--- src/hdl/rgba_box_downsample_2x2_top_macros.svh ---
`ifndef RGBA_BOX_DOWNSAMPLE_2X2_TOP_MACROS_SVH
`define RGBA_BOX_DOWNSAMPLE_2X2_TOP_MACROS_SVH

// same-cycle implication, sampled on clk, off during reset
`define RBD_ASSERT_SAME(label, ante, cons) \
    label: assert property (@(posedge clk) disable iff (!rst_n) (ante) |-> (cons)) \
        else $error("rbd assertion failed");

// next-cycle implication
`define RBD_ASSERT_NEXT(label, ante, cons) \
    label: assert property (@(posedge clk) disable iff (!rst_n) (ante) |=> (cons)) \
        else $error("rbd assertion failed");

`endif

--- src/hdl/rbd_pkg.sv ---
`default_nettype none

package rbd_pkg;

    localparam int DEF_MAX_DIM = 4096;
    localparam int CHAN_W      = 8;
    localparam int SUM_W       = 10;
    localparam int NUM_CHAN    = 4;
    localparam int CFG_W       = 13;
    localparam int CFG_IDX_W   = 1;

    localparam logic [CFG_IDX_W-1:0] REG_SRC_WIDTH  = 1'd0;
    localparam logic [CFG_IDX_W-1:0] REG_SRC_HEIGHT = 1'd1;

    // channel 0 is red, then green, blue, alpha
    typedef logic [NUM_CHAN-1:0][CHAN_W-1:0] texel_t;
    typedef logic [NUM_CHAN-1:0][SUM_W-1:0]  sums_t;

    typedef struct packed {
        logic use_mem;
        logic last;
    } quad_ctl_t;

    typedef struct packed {
        logic at_origin;
        logic mem_we;
        logic mem_re;
    } front_stat_t;

    typedef struct packed {
        logic s1_full;
        logic s2_load;
    } back_stat_t;

    function automatic sums_t widen(input texel_t t);
        sums_t r;
        for (int c = 0; c < NUM_CHAN; c++)
        begin
            r[c] = SUM_W'(t[c]);
        end
        return r;
    endfunction

    function automatic texel_t round_avg(input sums_t s);
        texel_t r;
        for (int c = 0; c < NUM_CHAN; c++)
        begin
            r[c] = CHAN_W'((s[c] + SUM_W'(2)) >> 2);
        end
        return r;
    endfunction

endpackage

`default_nettype wire

--- src/hdl/rbd_front.sv ---
`default_nettype none

module rbd_front import rbd_pkg::*; #(
    parameter int MAX_DIM = DEF_MAX_DIM
) (
    input  wire logic                 clk,
    input  wire logic                 rst_n,
    input  wire logic                 cfg_we,
    input  wire logic [CFG_IDX_W-1:0] cfg_index,
    input  wire logic [CFG_W-1:0]     cfg_data,
    input  wire logic                 accept,
    input  wire texel_t               texel,
    output logic                      have_quad,
    output quad_ctl_t                 ctl,
    output sums_t                     pair,
    output logic                      mem_we,
    output logic                      mem_re,
    output logic [((((MAX_DIM + 1) / 2) > 1) ? $clog2((MAX_DIM + 1) / 2) : 1)-1:0] mem_addr,
    output front_stat_t               stat
);

    localparam int DIM_W      = $clog2(MAX_DIM + 1);
    localparam int CNT_W      = $clog2(MAX_DIM);
    localparam int LINE_DEPTH = (MAX_DIM + 1) / 2;
    localparam int X_W        = (LINE_DEPTH > 1) ? $clog2(LINE_DEPTH) : 1;
    localparam int CMP_W      = (CFG_W > DIM_W) ? CFG_W : DIM_W;

    logic [DIM_W-1:0] w_reg, h_reg;
    logic [X_W-1:0]   last_x_reg, last_y_reg;
    logic [CNT_W-1:0] col_reg, row_reg;
    texel_t           held_reg;

    logic [DIM_W-1:0] cfg_eff;
    logic [X_W-1:0]   cfg_last;
    logic [CMP_W-1:0] cfg_wide;

    logic [DIM_W-1:0] col_ext, row_ext, w_even, h_even;
    logic             w_one, h_one, col_span, row_span, last_col, last_row;
    logic             have_pair;
    logic [X_W-1:0]   x, y;
    sums_t            wide_in, wide_held;
    logic [CNT_W-1:0] col_next, row_next;

    // out-of-range dimensions clamp to 1 .. MAX_DIM
    always_comb
    begin
        cfg_wide = CMP_W'(cfg_data);
        if (cfg_wide == '0)
        begin
            cfg_eff = DIM_W'(1);
        end
        else if (cfg_wide > CMP_W'(MAX_DIM))
        begin
            cfg_eff = DIM_W'(MAX_DIM);
        end
        else
        begin
            cfg_eff = DIM_W'(cfg_wide);
        end
        cfg_last = (cfg_eff > DIM_W'(1)) ? X_W'((cfg_eff >> 1) - DIM_W'(1)) : '0;
    end

    always_comb
    begin
        col_ext  = DIM_W'(col_reg);
        row_ext  = DIM_W'(row_reg);
        w_even   = {w_reg[DIM_W-1:1], 1'b0};
        h_even   = {h_reg[DIM_W-1:1], 1'b0};
        w_one    = (w_reg == DIM_W'(1));
        h_one    = (h_reg == DIM_W'(1));
        col_span = (col_ext < w_even);
        row_span = (row_ext < h_even);
        last_col = (col_ext == w_reg - DIM_W'(1));
        last_row = (row_ext == h_reg - DIM_W'(1));
        x        = X_W'(col_reg >> 1);
        y        = X_W'(row_reg >> 1);

        wide_in   = widen(texel);
        wide_held = widen(held_reg);
        for (int c = 0; c < NUM_CHAN; c++)
        begin
            pair[c] = w_one ? (wide_in[c] << 1) : (wide_held[c] + wide_in[c]);
        end

        have_pair   = w_one || (col_span && col_reg[0]);
        have_quad   = have_pair && (h_one || (row_span && row_reg[0]));
        ctl.use_mem = !h_one;
        ctl.last    = (x == last_x_reg) && (y == last_y_reg);
        mem_addr    = x;
        mem_we      = accept && have_pair && !h_one && row_span && !row_reg[0];
        mem_re      = accept && have_quad && !h_one;

        if (last_col)
        begin
            col_next = '0;
            row_next = last_row ? '0 : row_reg + CNT_W'(1);
        end
        else
        begin
            col_next = col_reg + CNT_W'(1);
            row_next = row_reg;
        end

        stat.at_origin = (col_reg == '0) && (row_reg == '0);
        stat.mem_we    = mem_we;
        stat.mem_re    = mem_re;
    end

    always_ff @(posedge clk or negedge rst_n)
    begin
        if (!rst_n)
        begin
            w_reg      <= DIM_W'(1);
            h_reg      <= DIM_W'(1);
            last_x_reg <= '0;
            last_y_reg <= '0;
            col_reg    <= '0;
            row_reg    <= '0;
            held_reg   <= '0;
        end
        else if (cfg_we)
        begin
            case (cfg_index)
                REG_SRC_WIDTH:
                begin
                    w_reg      <= cfg_eff;
                    last_x_reg <= cfg_last;
                end
                REG_SRC_HEIGHT:
                begin
                    h_reg      <= cfg_eff;
                    last_y_reg <= cfg_last;
                end
                default:
                begin
                end
            endcase
            col_reg <= '0;
            row_reg <= '0;
        end
        else if (accept)
        begin
            // left texel of a pair waits here for its partner
            if (!w_one && col_span && !col_reg[0])
            begin
                held_reg <= texel;
            end
            col_reg <= col_next;
            row_reg <= row_next;
        end
    end

endmodule

`default_nettype wire

--- config.mk ---
export PLATFORM = sky130hd
export DESIGN_NAME = rbd_front
export DESIGN_NICKNAME = d
export VERILOG_FILES = /design/src/hdl/rgba_box_downsample_2x2_top_macros.svh /design/src/hdl/rbd_pkg.sv /design/src/hdl/rbd_front.sv
export SDC_FILE = /design/constraint.sdc
export NUM_CORES = 1
export LEC_CHECK = 0
export BUFFER_PORTS_ARGS = -buffer_cell sky130_fd_sc_hd__buf_2
export CAP_MARGIN = 20
export CORE_MARGIN = 2
export CORE_UTILIZATION = 50
export DETAILED_ROUTE_END_ITERATION = 7
export PLACE_DENSITY = 0.78
export SLEW_MARGIN = 20
export SYNTH_ARGS = -nofsm -noshare
export SYNTH_HDL_FRONTEND = slang
export SYNTH_SLANG_ARGS = --single-unit
export TNS_END_PERCENT = 100
--- constraint.sdc ---
create_clock -name clk -period 3.1 [get_ports clk]
set_input_delay 0.62 -clock clk [delete_from_list [all_inputs] [get_ports clk]]
set_output_delay 0.62 -clock clk [all_outputs]
set_load 0.02 [all_outputs]
==> impl_metrics.tcl <==
set metrics [dict create \
    ys_async_sr_fraction_pct 100 \
    fin_ws_ns -0.0940 \
    slew_violations 0 \
    cts-root-buf "clkbuf_16" \
    cp_max_fo 3 \
    coreArea_mm2 0.0153 \
    wl_per_cell_um 17.6 \
    syn_avg_cell_area_um2 8.56 \
    finClkSkew_ns 0.00994 \
    final_util_pct 67.6 \
    ys_ff_latch 104 \
    slew_headroom_pct 36.3 \
    syn2layout_area_growth_pct 31.0 \
    io_pins 109 \
    totalPowerFinal_mw 5.65 \
    gr-total-overflow 0 \
    final_area_mm2 0.0103 \
    synth-warning-count 0 \
    ys_seq_area_share_pct 33.0 \
    first_global_vias 6803 \
    antenna_found_initial 0 \
    grt_max_degree 38 \
    place_congestion 0.896 \
    cts_buffer_depth 2 \
    largest_reg_flops 32 \
    min_period_ns 3.19 \
    setup_viol 12 \
    multi_input_area_mm2 0.00525 \
    diodes 0 \
    max_freq_mhz 313 \
    chipHeight_um 130 \
    clk_latency_ns 0.36 \
    grt_pass1_wl_mm 33.1 \
    dieWidth_um 130 \
    layout.nets 1204 \
    worstHoldPathType "primary input to async pin" \
    synthFlopType "dfrtp_1" \
    place_area_mm2 0.00903 \
    route.detailed.vias_per_inst 5.71 \
    cts_sinks 104 \
    drc 0 \
    startpoint_type "primary input" \
    ff2ff_setup_slack_ns 0.07 \
    p_leak_nw 4.92 \
    ir_drop_mv 0.322 \
    synth_cells 923 \
    required_ns 2.48 \
    drive_above_1_share_pct 33.6 \
    violations "negative setup slack" \
    cts_tree "yes" \
    n_fill_cell 1119 \
    register_area_mm2 0.00261 \
    ant_nets 0 \
    hold_buffers 0 \
    numPortBuffers 104 \
    firstDrtPassIters 5 \
    setup_tns_ns -0.352 \
    cp-end-kind "primary output" \
    synth_cell_types 59 \
    synth_edf_count 0 \
    drt_wl_total_mm 22.9 \
    syn_area_mm2 0.00790 \
    dp_hpwl_mm 15.2 \
    status "complete, but fails checks" \
    route.vias.total 7449 \
    crit_arrival_ns 2.57 \
    cap_violations 0 \
    initialDrtViolationCount 544 \
    fin_crit_sh_pct 103 \
    num_rows 45 \
    dieArea_mm2 0.0168 \
    p_per_area_mw_per_mm2 547 \
    initial_utilization_pct 51.6 \
    rsz0062_at_grt "true" \
    tightest_slew_ns 0.955 \
    clkTransAtPathRegs_ns 0.07 \
    hold_violations 0 \
    cts_htree_levels 3 \
    worst-setup-path-type "primary input to primary output" \
    grt_util_all_layers_pct 24.9 \
    cts_buffers 9 \
]
[routing by layer]
layer  up-vias  GRT usage [%]  routed length [um]
met3        56           3.12                1260
met4         0           8.22                 651
met5         -              0                   0
li1       3524              -                   -
met2       302           43.6               11300
met1      3567           31.9                9760
[where the power goes]
part / internal (mW) / switching [mW]
clock network: 0.729 / 0.526
logic: 1.27 / 1.46
registers: 1.54 / 0.138
[path summary, 6_finish.rpt]
| path | depth (start not counted) | from | end |
|---|---|---|---|
| min in group clk | 2 | last_y_reg[4]$_DFFE_PN0P_ | last_y_reg[4]$_DFFE_PN0P_ |
| worst min-delay path | 1 | rst_n | held_reg[4]$_DFFE_PN0P_ |
| worst min register to register | 2 | last_y_reg[4]$_DFFE_PN0P_ | last_y_reg[4]$_DFFE_PN0P_ |
| worst max-delay path | 12 | texel[16] | pair[28] |
| worst max register to register | 10 | h_reg[2]$_DFFE_PN0P_ | row_reg[6]$_DFFE_PN0P_ |
| max in group asynchronous | 2 | rst_n | h_reg[9]$_DFFE_PN0P_ |
[worst max-delay path: stages]
cell	delay [ns]
buf_2	0.10
ha_2	0.19
inv_1	0.06
fa_2	0.37
nor2b_2	0.14
o21ai_2	0.09
a21boi_2	0.17
o21ai_1	0.12
a21boi_1	0.28
o21ai_1	0.15
a21oi_2	0.16
buf_6	0.13
[cell usage after synthesis, types with 9 or more instances]
master    number  area (um2)
clkbuf_1      42         158
a21o_1        21         158
nor2_1        72         270
o21ai_0       83         415
buf_4         18         135
ha_1          61         763
inv_1         56         210
or3_1          9        56.3
nor2b_1       15        93.8
a22o_1        11        96.3
a21oi_1       46         230
nor3_1        12        60.1
or4_1          9        67.6
nand2_1       92         345
o31ai_1       11        82.6
nand2b_1      22         138
dfrtp_1      102        2550
xor2_1        34         298
mux2_2        31         349
xnor2_1       43         377
nand3_1       17        85.1
and3_1        11        68.8
nor4_1        16         100
[cells in the final DEF (no fill, tap or decap), types with 31 or more instances in the layout]
cell type and count:
xor2_1 34, dfrtp_1 100, buf_2 82, xnor2_1 43
buf_4 106, ha_1 50, o21ai_0 65, inv_1 50
mux2_2 31, nor2_1 67, nand2_1 91
[layout make-up]
| cell class | count | share of cell area, % |
|---|---|---|
| clock buffers | 11 | 2.35 |
| clock inverters | 5 | 0.774 |
| inverters | 56 | 2.06 |
| multi-input cells | 698 | 50.8 |
| flip-flops and latches | 104 | 25.2 |
| well taps | 211 | 2.55 |
| repair buffers | 220 | 16.3 |
[cell families after synthesis]
group	Yosys count	synth area share, %
adders and majority gates	66	10.8
DFF	104	33.0
muxes	39	5.43
and+or+nand+nor	303	19.1
AOI/OAI and AO/OA	209	16.3
xor gates and xnor gates	77	8.54
buffers and inverters	124	6.78
other	1	0.0475
[metrics by stage]
stage,worst slack (ns),hold slack [ns],cells
4_1_cts,-0.0306,0.230,1285
5_1_grt,-0.157,0.255,1305
2_1_floorplan,-0.148,0.324,926
6_report,-0.0940,0.217,1305
3_3_place_gp,-0.399,0.482,1250
3_5_place_dp,-0.182,0.490,1250
[timing repair]
action	CTS	global route
resized for setup	65	112
endpoints found under the setup margin	51	38
pin swaps	27	57
setup buffers	18	18
gates cloned	2	3
Power figures use the tool's default switching activity.
